--- src/hw/rtl/pcmdm_pkg.sv ---
`timescale 1ns / 1ps
// Package for the PCM to mono downmix block: widths, register indexes,
// sample format codes, sequencer states and the divider status struct.
// No dependencies.
package pcmdm_pkg;

    // Fixed widths of the fields and registers
    localparam int SAMPLE_W   = 32;
    localparam int MONO_W     = 32;
    localparam int FMT_W      = 3;
    localparam int CNT_W      = 4;
    localparam int CFG_ADDR_W = 1;
    localparam int CFG_DATA_W = 4;

    // Default frame size limit
    localparam int MAX_CHANNELS_DEF = 8;

    // Register indexes
    localparam logic [CFG_ADDR_W-1:0] REG_SAMPLE_FORMAT = 1'd0;
    localparam logic [CFG_ADDR_W-1:0] REG_CHANNEL_COUNT = 1'd1;

    // Reset values of the registers
    localparam logic [FMT_W-1:0] FORMAT_RESET = 3'd1;
    localparam logic [CNT_W-1:0] COUNT_RESET  = 4'd1;

    // Float32 exponent at which the mantissa needs no shift for Q1.31
    localparam logic [7:0] F32_EXP_ALIGN = 8'd119;
    localparam logic [7:0] F32_EXP_ONE   = 8'd127;
    localparam logic [7:0] F32_EXP_MAX   = 8'hFF;
    localparam logic [7:0] F32_RSH_LIMIT = 8'd24;

    typedef enum logic [FMT_W-1:0] {
        FMT_U8  = 3'd0,
        FMT_S16 = 3'd1,
        FMT_S24 = 3'd2,
        FMT_S32 = 3'd3,
        FMT_F32 = 3'd4
    } t_fmt;

    typedef enum logic [1:0] {
        ST_IDLE,
        ST_ACCUM,
        ST_LOAD,
        ST_DIVIDE
    } t_state;

    typedef struct packed {
        logic busy;
        logic done;
    } t_div_status;

endpackage

--- src/hw/rtl/pcmdm_if.sv ---
`timescale 1ns / 1ps
// Valid/ready stream interfaces for the raw sample input and the mono output.
// Depends on pcmdm_pkg.
interface pcmdm_in_if;
    import pcmdm_pkg::*;
    logic                valid;
    logic                ready;
    logic [SAMPLE_W-1:0] sample_bytes;

    modport source (output valid, output sample_bytes, input ready);
    modport sink   (input valid, input sample_bytes, output ready);
endinterface

interface pcmdm_out_if;
    import pcmdm_pkg::*;
    logic                     valid;
    logic                     ready;
    logic signed [MONO_W-1:0] mono_sample;

    modport source (output valid, output mono_sample, input ready);
    modport sink   (input valid, input mono_sample, output ready);
endinterface

--- src/hw/rtl/pcm_to_mono_downmix_top.sv ---
`timescale 1ns / 1ps
// PCM to mono downmix: format conversion, frame accumulation, serial average.
// Depends on pcmdm_pkg, pcmdm_if, pcmdm_convert and pcmdm_divider.
//
// Usage:
//   i_sample_if carries one raw little-endian channel sample per transaction,
//   channels of a frame interleaved. o_mono_if carries one signed Q1.31
//   sample per frame: the frame sum divided by the channel count, truncated
//   toward zero. The configuration port writes sample_format (index 0) and
//   channel_count (index 1); write them only while no frame result is pending.
//   Each accepted sample is captured, then converted and accumulated, before the
//   input is ready again. The last sample of a frame adds a load state plus
//   the serial divider, one quotient bit per cycle over the 32 +
//   clog2(MAX_CHANNELS) bit sum (35 bits at the default), and the input is
//   ready again in the same cycle that the frame result appears.
//   A finished result waits in the output register; if the receiver stalls
//   while the next frame result is ready, the divider holds that result and
//   the input stays not ready until the output register frees up.
//   Reset (synchronous, active low) restores sample_format to s16,
//   channel_count to 1, and clears the frame sum and channel index.
module pcm_to_mono_downmix_top import pcmdm_pkg::*; #(
    parameter int MAX_CHANNELS = MAX_CHANNELS_DEF
) (
    input  logic                  i_clk,
    input  logic                  i_rst_n,
    input  logic                  i_cfg_we,
    input  logic [CFG_ADDR_W-1:0] i_cfg_addr,
    input  logic [CFG_DATA_W-1:0] i_cfg_wdata,
    pcmdm_in_if.sink              i_sample_if,
    pcmdm_out_if.source           o_mono_if
);

    localparam int SUM_W = MONO_W + $clog2(MAX_CHANNELS);
    localparam int IDX_W = (MAX_CHANNELS > 1) ? $clog2(MAX_CHANNELS) : 1;

    t_state                   r_state, n_state;
    logic [FMT_W-1:0]         r_format;
    logic [CNT_W-1:0]         r_count_cfg;
    logic [SAMPLE_W-1:0]      r_sample;
    logic signed [SUM_W-1:0]  r_sum, n_sum;
    logic [IDX_W-1:0]         r_index, n_index;
    logic [CNT_W-1:0]         r_count, n_count;
    logic                     r_out_valid;
    logic signed [MONO_W-1:0] r_out_data;

    logic                     in_accept;
    logic signed [MONO_W-1:0] conv_value;
    logic [CNT_W-1:0]         eff_count;
    logic [IDX_W:0]           index_next;
    logic                     frame_last;
    logic                     div_start;
    logic                     out_load;
    logic                     out_free;
    t_div_status              div_status;
    logic signed [MONO_W-1:0] div_quotient;

    // Configuration registers
    always_ff @(posedge i_clk) begin
        if (!i_rst_n) begin
            r_format    <= FORMAT_RESET;
            r_count_cfg <= COUNT_RESET;
        end else if (i_cfg_we) begin
            case (i_cfg_addr)
                REG_SAMPLE_FORMAT: r_format    <= i_cfg_wdata[FMT_W-1:0];
                REG_CHANNEL_COUNT: r_count_cfg <= i_cfg_wdata[CNT_W-1:0];
                default: ;
            endcase
        end
    end

    pcmdm_convert u_convert (
        .i_format (r_format),
        .i_raw    (r_sample),
        .o_value  (conv_value)
    );

    pcmdm_divider #(
        .SUM_W (SUM_W)
    ) u_divider (
        .i_clk      (i_clk),
        .i_rst_n    (i_rst_n),
        .i_start    (div_start),
        .i_dividend (r_sum),
        .i_divisor  (r_count),
        .i_take     (out_load),
        .o_status   (div_status),
        .o_quotient (div_quotient)
    );

    // Clamp the channel count to 1..MAX_CHANNELS
    always_comb begin
        if (r_count_cfg == '0) begin
            eff_count = CNT_W'(1);
        end else if (32'(r_count_cfg) > MAX_CHANNELS) begin
            eff_count = CNT_W'(MAX_CHANNELS);
        end else begin
            eff_count = r_count_cfg;
        end
        index_next = {1'b0, r_index} + 1'b1;
        frame_last = 8'(index_next) >= 8'(eff_count);
    end

    assign in_accept = i_sample_if.valid && i_sample_if.ready;
    assign out_free  = !r_out_valid || o_mono_if.ready;

    // Sequencer: capture, accumulate, start divide, hand off result
    always_comb begin
        n_state   = r_state;
        n_sum     = r_sum;
        n_index   = r_index;
        n_count   = r_count;
        div_start = 1'b0;
        out_load  = 1'b0;
        case (r_state)
            ST_IDLE: begin
                if (in_accept) begin
                    n_state = ST_ACCUM;
                end
            end
            ST_ACCUM: begin
                n_sum = r_sum + SUM_W'(conv_value);
                if (frame_last) begin
                    n_index = '0;
                    n_count = eff_count;
                    n_state = ST_LOAD;
                end else begin
                    n_index = index_next[IDX_W-1:0];
                    n_state = ST_IDLE;
                end
            end
            ST_LOAD: begin
                div_start = 1'b1;
                n_sum     = '0;
                n_state   = ST_DIVIDE;
            end
            ST_DIVIDE: begin
                if (div_status.done && out_free) begin
                    out_load = 1'b1;
                    n_state  = ST_IDLE;
                end
            end
            default: n_state = ST_IDLE;
        endcase
    end

    always_ff @(posedge i_clk) begin
        if (!i_rst_n) begin
            r_state     <= ST_IDLE;
            r_sum       <= '0;
            r_index     <= '0;
            r_count     <= CNT_W'(1);
            r_out_valid <= 1'b0;
        end else begin
            r_state <= n_state;
            r_sum   <= n_sum;
            r_index <= n_index;
            r_count <= n_count;
            if (out_load) begin
                r_out_valid <= 1'b1;
            end else if (o_mono_if.ready) begin
                r_out_valid <= 1'b0;
            end
        end
    end

    // Capture payloads
    always_ff @(posedge i_clk) begin
        if (in_accept) begin
            r_sample <= i_sample_if.sample_bytes;
        end
        if (out_load) begin
            r_out_data <= div_quotient;
        end
    end

    assign i_sample_if.ready     = (r_state == ST_IDLE);
    assign o_mono_if.valid       = r_out_valid;
    assign o_mono_if.mono_sample = r_out_data;

endmodule

--- src/hw/rtl/pcmdm_convert.sv ---
`timescale 1ns / 1ps
// Sample format converter: raw little-endian word to signed Q1.31.
// Depends on pcmdm_pkg.
module pcmdm_convert import pcmdm_pkg::*; (
    input  logic [FMT_W-1:0]         i_format,
    input  logic [SAMPLE_W-1:0]      i_raw,
    output logic signed [MONO_W-1:0] o_value
);

    logic              f_neg;
    logic [7:0]        f_exp;
    logic [23:0]       f_mant;
    logic [7:0]        f_lsh;
    logic [7:0]        f_rsh;
    logic [MONO_W-1:0] f_mag;
    logic [MONO_W-1:0] f_value;

    // Float32: scale by 2^31, truncate toward zero, saturate at one
    always_comb begin
        f_neg  = i_raw[31];
        f_exp  = i_raw[30:23];
        f_mant = {1'b1, i_raw[22:0]};
        f_lsh  = f_exp - F32_EXP_ALIGN;
        f_rsh  = F32_EXP_ALIGN - f_exp;
        if (f_exp >= F32_EXP_ALIGN) begin
            f_mag = {8'd0, f_mant} << f_lsh[2:0];
        end else if (f_rsh >= F32_RSH_LIMIT) begin
            f_mag = '0;
        end else begin
            f_mag = {8'd0, f_mant >> f_rsh[4:0]};
        end
        if (f_exp == F32_EXP_MAX || f_exp == 8'd0) begin
            f_value = '0;
        end else if (f_exp >= F32_EXP_ONE) begin
            f_value = f_neg ? {1'b1, {(MONO_W-1){1'b0}}} : {1'b0, {(MONO_W-1){1'b1}}};
        end else begin
            f_value = f_neg ? (~f_mag + 1'b1) : f_mag;
        end
    end

    // Select by format; unused codes contribute zero
    always_comb begin
        case (t_fmt'(i_format))
            FMT_U8:  o_value = {~i_raw[7], i_raw[6:0], 24'd0};
            FMT_S16: o_value = {i_raw[15:0], 16'd0};
            FMT_S24: o_value = {i_raw[23:0], 8'd0};
            FMT_S32: o_value = i_raw;
            FMT_F32: o_value = f_value;
            default: o_value = '0;
        endcase
    end

endmodule

--- src/hw/rtl/pcmdm_divider.sv ---
`timescale 1ns / 1ps
// Serial restoring divider: signed frame sum by channel count, one quotient
// bit per cycle, truncated toward zero. Depends on pcmdm_pkg.
module pcmdm_divider import pcmdm_pkg::*; #(
    parameter int SUM_W = MONO_W + $clog2(MAX_CHANNELS_DEF)
) (
    input  logic                     i_clk,
    input  logic                     i_rst_n,
    input  logic                     i_start,
    input  logic signed [SUM_W-1:0]  i_dividend,
    input  logic [CNT_W-1:0]         i_divisor,
    input  logic                     i_take,
    output t_div_status              o_status,
    output logic signed [MONO_W-1:0] o_quotient
);

    localparam int STEP_W = $clog2(SUM_W + 1);
    localparam logic [STEP_W-1:0] STEPS = STEP_W'(SUM_W);

    logic              r_busy, n_busy;
    logic              r_done, n_done;
    logic [STEP_W-1:0] r_step, n_step;
    logic [SUM_W-1:0]  r_num, n_num;
    logic [CNT_W-1:0]  r_rem, n_rem;
    logic [CNT_W-1:0]  r_div, n_div;
    logic              r_neg, n_neg;
    logic [CNT_W:0]    trial;
    logic              fits;

    // Shift one dividend bit into the remainder and try the subtract
    always_comb begin
        trial  = {r_rem, r_num[SUM_W-1]};
        fits   = trial >= {1'b0, r_div};
        n_busy = r_busy;
        n_done = r_done;
        n_step = r_step;
        n_num  = r_num;
        n_rem  = r_rem;
        n_div  = r_div;
        n_neg  = r_neg;
        if (i_start) begin
            n_busy = 1'b1;
            n_done = 1'b0;
            n_step = STEPS;
            n_neg  = i_dividend[SUM_W-1];
            n_num  = i_dividend[SUM_W-1] ? (~i_dividend + 1'b1) : i_dividend;
            n_rem  = '0;
            n_div  = i_divisor;
        end else if (r_busy) begin
            n_rem  = fits ? CNT_W'(trial - {1'b0, r_div}) : trial[CNT_W-1:0];
            n_num  = {r_num[SUM_W-2:0], fits};
            n_step = r_step - 1'b1;
            if (r_step == STEP_W'(1)) begin
                n_busy = 1'b0;
                n_done = 1'b1;
            end
        end else if (i_take) begin
            n_done = 1'b0;
        end
    end

    always_ff @(posedge i_clk) begin
        if (!i_rst_n) begin
            r_busy <= 1'b0;
            r_done <= 1'b0;
            r_step <= '0;
        end else begin
            r_busy <= n_busy;
            r_done <= n_done;
            r_step <= n_step;
        end
    end

    // Datapath registers need no reset
    always_ff @(posedge i_clk) begin
        r_num <= n_num;
        r_rem <= n_rem;
        r_div <= n_div;
        r_neg <= n_neg;
    end

    // Restore the sign on the low word of the magnitude quotient
    assign o_quotient    = r_neg ? (~r_num[MONO_W-1:0] + 1'b1) : r_num[MONO_W-1:0];
    assign o_status.busy = r_busy;
    assign o_status.done = r_done;

endmodule

--- src/flat_wrapper.sv ---
// flat-port wrapper written by rule: the top's interface ports become plain ports
module pcm_to_mono_downmix_top_flat import pcmdm_pkg::*;
#(
    parameter int MAX_CHANNELS = MAX_CHANNELS_DEF
)
  (i_clk, i_rst_n, i_cfg_we, i_cfg_addr, i_cfg_wdata, i_sample_if_valid, i_sample_if_sample_bytes, i_sample_if_ready, o_mono_if_valid, o_mono_if_mono_sample, o_mono_if_ready);
  pcmdm_in_if i_sample_if_i ();
  pcmdm_out_if o_mono_if_i ();
  input  logic i_clk;
  input  logic i_rst_n;
  input  logic i_cfg_we;
  input  logic [CFG_ADDR_W-1:0] i_cfg_addr;
  input  logic [CFG_DATA_W-1:0] i_cfg_wdata;
  input wire logic [$bits(i_sample_if_i.valid)-1:0] i_sample_if_valid;
  input wire logic [$bits(i_sample_if_i.sample_bytes)-1:0] i_sample_if_sample_bytes;
  output wire logic [$bits(i_sample_if_i.ready)-1:0] i_sample_if_ready;
  output wire logic [$bits(o_mono_if_i.valid)-1:0] o_mono_if_valid;
  output wire logic [$bits(o_mono_if_i.mono_sample)-1:0] o_mono_if_mono_sample;
  input wire logic [$bits(o_mono_if_i.ready)-1:0] o_mono_if_ready;
  assign i_sample_if_i.valid = i_sample_if_valid;
  assign i_sample_if_i.sample_bytes = i_sample_if_sample_bytes;
  assign i_sample_if_ready = i_sample_if_i.ready;
  assign o_mono_if_valid = o_mono_if_i.valid;
  assign o_mono_if_mono_sample = o_mono_if_i.mono_sample;
  assign o_mono_if_i.ready = o_mono_if_ready;
  pcm_to_mono_downmix_top #(.MAX_CHANNELS(MAX_CHANNELS)) u_core (.i_clk(i_clk), .i_rst_n(i_rst_n), .i_cfg_we(i_cfg_we), .i_cfg_addr(i_cfg_addr), .i_cfg_wdata(i_cfg_wdata), .i_sample_if(i_sample_if_i), .o_mono_if(o_mono_if_i));
endmodule
--- config.mk ---
export PLATFORM = sky130hd
export DESIGN_NAME = pcm_to_mono_downmix_top_flat
export DESIGN_NICKNAME = d
export VERILOG_FILES = /design/src/hw/rtl/pcmdm_pkg.sv /design/src/hw/rtl/pcmdm_if.sv /design/src/hw/rtl/pcm_to_mono_downmix_top.sv /design/src/hw/rtl/pcmdm_convert.sv /design/src/hw/rtl/pcmdm_divider.sv /design/src/flat_wrapper.sv
export SDC_FILE = /design/constraint.sdc
export NUM_CORES = 1
export LEC_CHECK = 0
export BUFFER_PORTS_ARGS = -buffer_cell sky130_fd_sc_hd__clkbuf_2
export CORE_MARGIN = 2
export CORE_UTILIZATION = 55
export DETAILED_ROUTE_END_ITERATION = 7
export PLACE_DENSITY = 0.73
export RECOVER_POWER = 50
export SYNTH_ARGS = -nofsm -noshare
export SYNTH_HDL_FRONTEND = slang
export SYNTH_HIERARCHICAL = 1
export SYNTH_SLANG_ARGS = --single-unit
--- constraint.sdc ---
create_clock -name i_clk -period 8.5 [get_ports i_clk]
set_clock_uncertainty 0.05 [all_clocks]
set_input_delay 0.425 -clock i_clk [delete_from_list [all_inputs] [get_ports i_clk]]
set_output_delay 0.425 -clock i_clk [all_outputs]
set_load 0.05 [all_outputs]
==> impl_metrics.json, run 1 <==
{
  "power.total_uw": 3020,
  "max_slew_margin_pct": -124,
  "antenna_found_initial": 0,
  "met1_length_mm": 18.9,
  "grt_max_degree": 83,
  "hold_class": "primary input to flop",
  "drt-initial-drc-count": 1377,
  "syn_avg_cell_area_um2": 8.76,
  "final_nets": 1790,
  "drt_pre_antenna_iters": 5,
  "clock_latency_ps": 440,
  "cts_tree": "done",
  "place_congestion": 1.03,
  "leakagePower_uw": 0.00605,
  "drive_gt1_share_pct": 11.7,
  "die_h_um": 168,
  "critPathArrivalTime_ps": 7430,
  "core_region_area_um2": 26700,
  "top_layer": "met4",
  "grt_pass1_wl_mm": 69.1,
  "p_per_area_nw_per_um2": 192,
  "fp.dieW_um": 168,
  "synth_cells": 1693,
  "cp.required_ps": 8750,
  "wl_met2_mm": 20.2,
  "cts_buffers": 17,
  "fin_tns_setup_ps": 0,
  "io_pins": 76,
  "crit_chain": "inv_1 -> ha_1 -> mux2i_1 -> inv_1 -> mux4_2 -> a32oi_1 -> nand4_4 -> nor3_2 -> buf_4 -> nand2_1 -> and3b_1 -> or4_1 -> ha_1 -> a21o_1 -> a21o_1 -> a211o_1 -> and2_0 -> a211oi_1 -> a2111oi_0 -> nor4_1 -> xor2_1 -> o21ai_1",
  "cp-start-kind": "flop",
  "htree_levels": 4,
  "dieArea_um2": 28300,
  "placed_cells": 2010,
  "cts_resized": 0,
  "finalNonFillerCells": 2042,
  "io_buffer_count": 75,
  "routed_wl_mm": 43.9,
  "fin_crit_sh_pct": 84.6,
  "slew_violations": 235,
  "dr_wl_met3_mm": 3.14,
  "period_needed_ps": 7190,
  "area_growth_pct": 6.09,
  "tightest_slew_ps": 3370,
  "final_antenna_net_count": 0,
  "syn_nets": 1795,
  "grt_pass1_vias": 12800,
  "critPathKind": "flop to flop",
  "syn_area_um2": 14800,
  "path_clk_slew_ps": 70,
  "final_hold_viol_count": 0,
  "n_antenna_cell": 0,
  "report.final.setup_viol": 0,
  "maxCapViolCount": 5,
  "hpwl_mm": 32.1,
  "status": "finished, violations left",
  "cp_max_fo": 18,
  "vdd_drop_max_mv": 0.163,
  "clockBufferDepth": 2,
  "grt_overflow": 0,
  "final_common_cell": "nand2_1",
  "vias": 13600,
  "fp-row-count": 60,
  "place_ws_ps": 1510,
  "wl_per_cell_um": 21.5,
  "cts_root_buffer": "clkbuf_16",
  "cts_hold_buffers": 0,
  "worst_slack_ps": 1310,
  "cp_slowest_cell": "ha_1",
  "rsz0062_at_grt": "no",
  "cts.sinks": 168,
  "mostFrequentLayoutCells": "nand2_1 (155), nor2_1 (135), a21oi_1 (108)",
  "routed_via_density": 6.68,
  "grt_use_total_pct": 30.7,
  "drc_errors": 0,
  "fmax_ghz": 0.139,
  "crit_path_max_incr_delay_ps": 830,
  "cts_setup_buffers": 0,
  "yosys_warnings": 6,
  "start_util_pct": 55.5,
  "violations": "capacitance limit, slew limit",
  "end_kind": "flop"
}
-- layout make-up --
cell class              count  area (µm²)
inverters                  56         210
multi-input cells        1348        9660
repair buffers             97         479
clock inverters             9        91.3
flip-flops and latches    168        4400
clock buffers              23         469
well taps                 341         427
fillers                  2422       11000
-- critical path, delay by kind of cell, from the launching register on --
kind,cells,cell delay (ps)
AO/OA/AOI/OAI,7,1860
multiplexers,2,870
flip-flops,1,750
XOR/XNOR,1,180
buffers and inverters,3,510
AND/OR/NAND/NOR,7,1610
adder cells (fa/ha/maj),2,1200
-- path summary, 6_finish.rpt --
| kind | start | to | cells past startpoint | slack [ps] |
|---|---|---|---|---|
| setup / recovery | u_core/r_sample[24] | u_core/r_sum[31] | 22 | 1310 |
| hold / removal | i_sample_if_sample_bytes[20] | u_core/r_sample[20] | 1 | 100 |
| setup reg to reg | u_core/r_sample[24] | u_core/r_sum[31] | 22 | 1310 |
| hold reg to reg | u_core/r_count[2] | u_core/u_divider/r_div[2] | 0 | 380 |
-- where the power goes --
group | switching, µW | internal [µW] | total [µW]
Clock | 336 | 424 | 761
Combinational | 722 | 468 | 1190
Sequential | 129 | 943 | 1070
Total | 1190 | 1840 | 3020
-- metrics by stage --
stage / hold WS (ps) / utilization (%) / area [µm²]
after global placement: 364 / 57.0 / 15200
after CTS: 92.1 / 59.1 / 15800
after global routing: 92.6 / 58.9 / 15700
after detailed placement: 366 / 57.0 / 15200
after floorplan: 358 / - / 14800
final: 104 / 58.9 / 15700
-- state kept, by name, summed over array words and instances (netlist names), named ones only --
register / cells
u_core/r_sample: 32
u_core/r_sum: 35
u_core/u_divider/r_step: 6
u_core/u_divider/r_done: 1
u_core/u_divider/r_num: 35
u_core/r_count_cfg: 4
u_core/u_divider/r_div: 4
u_core/u_divider/r_rem: 4
u_core/r_format: 3
u_core/r_index: 3
u_core/r_state: 1
u_core/o_mono_if.mono_sample: 32
u_core/r_count: 4
u_core/u_divider/r_neg: 1
u_core/u_divider/r_busy: 1
u_core/o_mono_if.valid: 1
-- metal layers --
layer  up-vias  global-route usage [%]
li1       6325                       -
met1      6592                    40.6
met2       605                    50.0
met3       117                    4.98
met4         0                    12.8
met5         -                       0
(Power assumes the default switching activity.)
==> run 2, diff against run 1 <==
- ABC_AREA: default -> 1
- clock period: 8.5 -> 7.5 ns (I/O delays scaled with it)
==> impl_metrics.json, run 2 <==
{
  "routed_via_density": 5.84,
  "cts_setup_buffers": 0,
  "fmax_ghz": 0.166,
  "final_hold_viol_count": 0,
  "drive_gt1_share_pct": 8.50,
  "wl_per_cell_um": 18.5,
  "area_growth_pct": 7.57,
  "mostFrequentLayoutCells": "nand2_1 (717), nand3_1 (267), inv_1 (256)",
  "end_kind": "flop",
  "cts_tree": "done",
  "cts_root_buffer": "clkbuf_16",
  "synth_cells": 2332,
  "place_congestion": 1.03,
  "drt-initial-drc-count": 1558,
  "final_nets": 2476,
  "cp.required_ps": 7770,
  "critPathKind": "flop to flop",
  "antenna_found_initial": 0,
  "grt_pass1_wl_mm": 79.3,
  "p_clk_share_pct": 15.9,
  "p_per_area_nw_per_um2": 369,
  "path_clk_slew_ps": 100,
  "grt_use_total_pct": 35.6,
  "violations": "capacitance limit, slew limit",
  "cts_hold_buffers": 0,
  "dieArea_um2": 28500,
  "drt_pre_antenna_iters": 7,
  "n_antenna_cell": 0,
  "critPathArrivalTime_ps": 6300,
  "p_int_uw": 2810,
  "core_region_area_um2": 26800,
  "grt_pass1_vias": 14900,
  "combPwrFrac_pct": 57.3,
  "syn_area_um2": 14900,
  "fin_crit_sh_pct": 80.5,
  "htree_levels": 4,
  "die_h_um": 169,
  "fp.dieW_um": 169,
  "hold_class": "primary input to flop",
  "vias": 15900,
  "routed_wl_mm": 50.5,
  "maxCapViolCount": 5,
  "cts.sinks": 168,
  "power.switching_uw": 3120,
  "postLayoutCoreUtil_pct": 59.9,
  "syn_nets": 2434,
  "syn_avg_cell_area_um2": 6.40,
  "io_pins": 76,
  "swShare_pct": 52.6,
  "clock_latency_ps": 460,
  "tightest_slew_ps": 1890,
  "place_ws_ps": 1650,
  "p_seq_share_pct": 26.8,
  "fillers": 2642,
  "status": "finished, violations left",
  "start_util_pct": 55.7,
  "max_slew_margin_pct": -25.7,
  "cp-start-kind": "flop",
  "hpwl_mm": 39.9,
  "clockBufferDepth": 2,
  "final_common_cell": "nand2_1",
  "vdd_drop_max_mv": 0.170,
  "yosys_warnings": 6,
  "report.final.setup_viol": 0,
  "hold_ws_ps": 31.9,
  "final_antenna_net_count": 0,
  "period_needed_ps": 6040,
  "cts_resized": 0,
  "grt_max_degree": 44,
  "drc_errors": 0,
  "io_buffer_count": 75,
  "rsz0062_at_grt": "no",
  "cp_max_fo": 29,
  "slew_violations": 190,
  "grt_overflow": 0,
  "top_regs": "u_core/r_sum x35, u_core/u_divider/r_num x35",
  "leakagePower_uw": 0.00758,
  "worst_slack_ps": 1460,
  "cts_buffers": 17,
  "fp-row-count": 60,
  "fin_tns_setup_ps": 0
}
==> run 2: cell count changes in the layout (fill, tap and decap cells not counted), moves of 34 or more <==
cell,change
o21ai_1,+35
mux2i_1,-67
nor2_1,+91
mux2_2,-39
inv_1,+201
nor2b_1,-34
nand3_1,+222
nand2_1,+562
xnor2_1,-44
nor2_2,+38
==> run 2: final cells by class <==
| type | instances | area [µm²] | share of cell area, % |
|---|---|---|---|
| Inverter | 271 | 1030 | 6.41 |
| Tap cell | 341 | 427 | 2.66 |
| Clock buffer | 17 | 425 | 2.65 |
| Multi-Input combinational cell | 1822 | 9120 | 56.8 |
| Timing Repair Buffer | 94 | 454 | 2.83 |
| Clock inverter | 15 | 196 | 1.22 |
| Sequential cell | 168 | 4400 | 27.4 |
==> run 2: per-layer routing <==
metal	up-vias	GRT usage [%]	wire length, µm
met5	-	0	0
met1	7233	43.1	20400
li1	7756	-	-
met3	157	4.35	3270
met4	0	19.6	2930
met2	773	61.6	23900
==> run 2: final timing paths <==
check | start | endpoint | slack, ps | cells past startpoint
setup / recovery | u_core/r_sample[23] | u_core/r_sum[18] | 1460 | 26
hold / removal | i_sample_if_sample_bytes[26] | u_core/r_sample[26] | 30 | 1
setup reg to reg | u_core/r_sample[23] | u_core/r_sum[18] | 1460 | 26
hold reg to reg | u_core/r_count[3] | u_core/u_divider/r_div[3] | 380 | 0
==> run 2: power groups by stage <==
stage / Clock (µW) / Sequential [µW] / Combinational, µW
2_1_floorplan: 0 / 1490 / 2550
3_3_place_gp: 0 / 1590 / 3260
3_5_place_dp: 0 / 1600 / 3300
4_1_cts: 951 / 1580 / 3320
5_1_grt: 982 / 1620 / 3780
6_report: 941 / 1590 / 3400
==> run 2: worst max-delay path, stage by stage (launching register included) <==
cell and delay, ps:
edfxtp_1 640, inv_6 180, ha_1 860, inv_1 530
nand2_1 220, nor2_1 70, inv_1 60, nand2_1 80
inv_1 80, ha_1 260, nand3_1 120, nor2_2 270
nand2_1 120, nand2_1 130, nor2_1 50, o21ai_0 450
o211ai_1 210, ha_1 410, nand2_2 130, inv_1 40
a21oi_1 200, nand2_1 120, nand2_1 90, nand3_2 120
or2_1 240, nand3_1 60, a21oi_1 60
==> run 2: metrics by stage <==
step | total power, µW | area (µm²) | cells
finish | 5930 | 16100 | 2728
global route | 6380 | 16100 | 2728
CTS | 5850 | 16100 | 2728
detailed placement | 4890 | 15500 | 2696
global placement | 4850 | 15500 | 2696
floorplan | 4040 | 14900 | 2332
==> run 3, diff against run 2 <==
- clock period: 7.5 -> 5.91 ns (I/O delays scaled with it)
==> impl_metrics.json, run 3 (same netlist as run 2, synthesis figures left out) <==
{
  "fp-row-count": 60,
  "cts_root_buffer": "clkbuf_16",
  "maxCapViolCount": 5,
  "critPathKind": "flop to flop",
  "core_region_area_um2": 26800,
  "p_clk_share_pct": 15.8,
  "cp.required_ps": 6230,
  "hold_start": "i_cfg_wdata[0]",
  "final_nets": 2513,
  "start_util_pct": 55.7,
  "crit_buf_inv": 3,
  "dieArea_um2": 28500,
  "power.switching_uw": 3900,
  "io_buffer_count": 75,
  "io_pins": 76,
  "vdd_drop_max_mv": 0.205,
  "routed_via_density": 5.83,
  "holdPathEnd": "u_core/r_count_cfg[0]",
  "dpl_cell_area_um2": 15600,
  "cp-start-kind": "flop",
  "n_antenna_cell": 0,
  "fin_crit_sh_pct": 88.1,
  "slew_violations": 187,
  "area_growth_pct": 9.85,
  "final_antenna_net_count": 0,
  "wl_per_cell_um": 17.8,
  "grt_pass1_wl_mm": 77.6,
  "fp.dieW_um": 169,
  "grt_overflow": 0,
  "top_regs": "u_core/r_sum x35, u_core/u_divider/r_num x35",
  "violations": "DRC, capacitance limit, slew limit",
  "max_slew_margin_pct": -30.7,
  "vias": 16100,
  "hold_class": "primary input to flop",
  "htree_levels": 4,
  "rr_worst_depth": 33,
  "hold_depth": 3,
  "tightest_slew_ps": 1960,
  "final_hold_viol_count": 0,
  "p_seq_share_pct": 26.9,
  "drt-initial-drc-count": 1687,
  "antenna_found_initial": 0,
  "cp_max_fo": 14,
  "report.final.setup_viol": 0,
  "swShare_pct": 51.8,
  "cpMostUsedCell": "nand2_1",
  "p_int_uw": 3620,
  "leakagePower_uw": 0.00772,
  "final_common_cell": "nand2_1",
  "cp_slowest_cell": "edfxtp_1",
  "cts_buffers": 17,
  "crit_path_max_incr_delay_ps": 400,
  "r2r-end": "u_core/r_sum[34]",
  "place_congestion": 1.04,
  "fin_area_um2": 16400,
  "fmax_ghz": 0.192,
  "critPathArrivalTime_ps": 5530,
  "combPwrFrac_pct": 57.3,
  "rsz0062_at_grt": "no",
  "routed_wl_mm": 49.3,
  "path_depth": 33,
  "hpwl_mm": 37.9,
  "rrSetupSlack_ps": 700,
  "drive_gt1_share_pct": 8.46,
  "fin_tns_setup_ps": 0,
  "end_kind": "flop",
  "p_per_area_nw_per_um2": 459,
  "clockBufferDepth": 2,
  "cts.sinks": 168,
  "cp_top_family": "simple AND/OR/NAND/NOR gates",
  "drt_pre_antenna_iters": 8,
  "mostFrequentLayoutCells": "nand2_1 (718), nand3_1 (267), inv_1 (257)",
  "drc_errors": 4,
  "status": "finished, violations left",
  "fillers": 2554,
  "grt_max_degree": 44,
  "period_needed_ps": 5210,
  "die_h_um": 169,
  "worstReg2RegStart": "u_core/r_sample[26]",
  "grt_pass1_vias": 14900,
  "clock_latency_ps": 440,
  "cts_tree": "done",
  "grt_use_total_pct": 34.6,
  "path_clk_slew_ps": 90
}
## run 3: changes by cell type in the layout (fill, tap and decap cells not counted), moves of 2 or more
| cell | before | now |
|---|---|---|
| dlygate4sd3_1 | 0 | 31 |
| inv_12 | 2 | 0 |
| buf_4 | 14 | 19 |
| clkinvlp_4 | 0 | 2 |
| clkbuf_1 | 41 | 43 |
| nor2_1 | 226 | 224 |
| clkinv_8 | 6 | 4 |
## run 3: worst max path at each step
stage                                    from               end  slack [ps]
final                     u_core/r_sample[26]  u_core/r_sum[34]         700
after global routing      u_core/r_sample[26]  u_core/r_sum[26]         200
after CTS                 u_core/r_sample[26]  u_core/r_sum[34]         790
after detailed placement  u_core/r_sample[26]  u_core/r_sum[25]         840
after global placement    u_core/r_sample[24]  u_core/r_sum[18]         930
after floorplan           u_core/r_sample[26]  u_core/r_sum[18]        1490
## run 3: metal layers
| layer | vias to the layer above | GRT usage [%] | part of all wire [%] |
|---|---|---|---|
| met1 | 7299 | 42.2 | 39 |
| met3 | 187 | 5.52 | 8.5 |
| met5 | - | 0 | 0 |
| met2 | 806 | 57.4 | 46 |
| met4 | 0 | 21.3 | 6.6 |
| li1 | 7839 | - | - |
## run 3: per-stage QoR
step | total power [µW] | hold slack [ps] | setup slack (ps) | util, % | cells
after CTS | 7420 | 15.0 | 793 | 61.5 | 2765
final | 7520 | 43.4 | 703 | 61.2 | 2765
after global routing | 8110 | 29.9 | 199 | 61.2 | 2765
after global placement | 6140 | 370 | 925 | 58.0 | 2702
after floorplan | 5120 | 343 | 1490 | - | 2332
after detailed placement | 6200 | 374 | 844 | 58.0 | 2702
## run 3: power groups by stage
| stage | combinational, µW | clock (µW) | sequential (µW) |
|---|---|---|---|
| global route | 4800 | 1250 | 2060 |
| finish | 4310 | 1190 | 2020 |
| floorplan | 3230 | 0 | 1890 |
| detailed placement | 4180 | 0 | 2020 |
| CTS | 4210 | 1210 | 2000 |
| global placement | 4120 | 0 | 2020 |
## run 3: repair_timing
action | 4_1_cts | 5_1_grt
setup endpoints to repair | 0 | 0
setup buffers | 0 | 0
hold buffers | 31 | 0
endpoints found under the hold margin | 31 | 0
resized for setup | 0 | 0
## run 3: worst register-to-register path, delay by kind of cell (launching register included)
kind,cells,cell delay [ps]
AOI/OAI and AO/OA,5,1000
adders and majority gates,3,1030
buffers and inverters,3,490
DFF,1,400
and+or+nand+nor,22,2160
## run 3: area by class of cell
class / instances / area (µm²) / share of cell area (%)
multi-input combinational: 1822 / 9120 / 55.6
sequential: 168 / 4400 / 26.9
inverter: 271 / 1030 / 6.28
timing repair buffer: 131 / 805 / 4.91
tap: 341 / 427 / 2.60
clock buffer: 17 / 425 / 2.59
clock inverter: 15 / 185 / 1.13
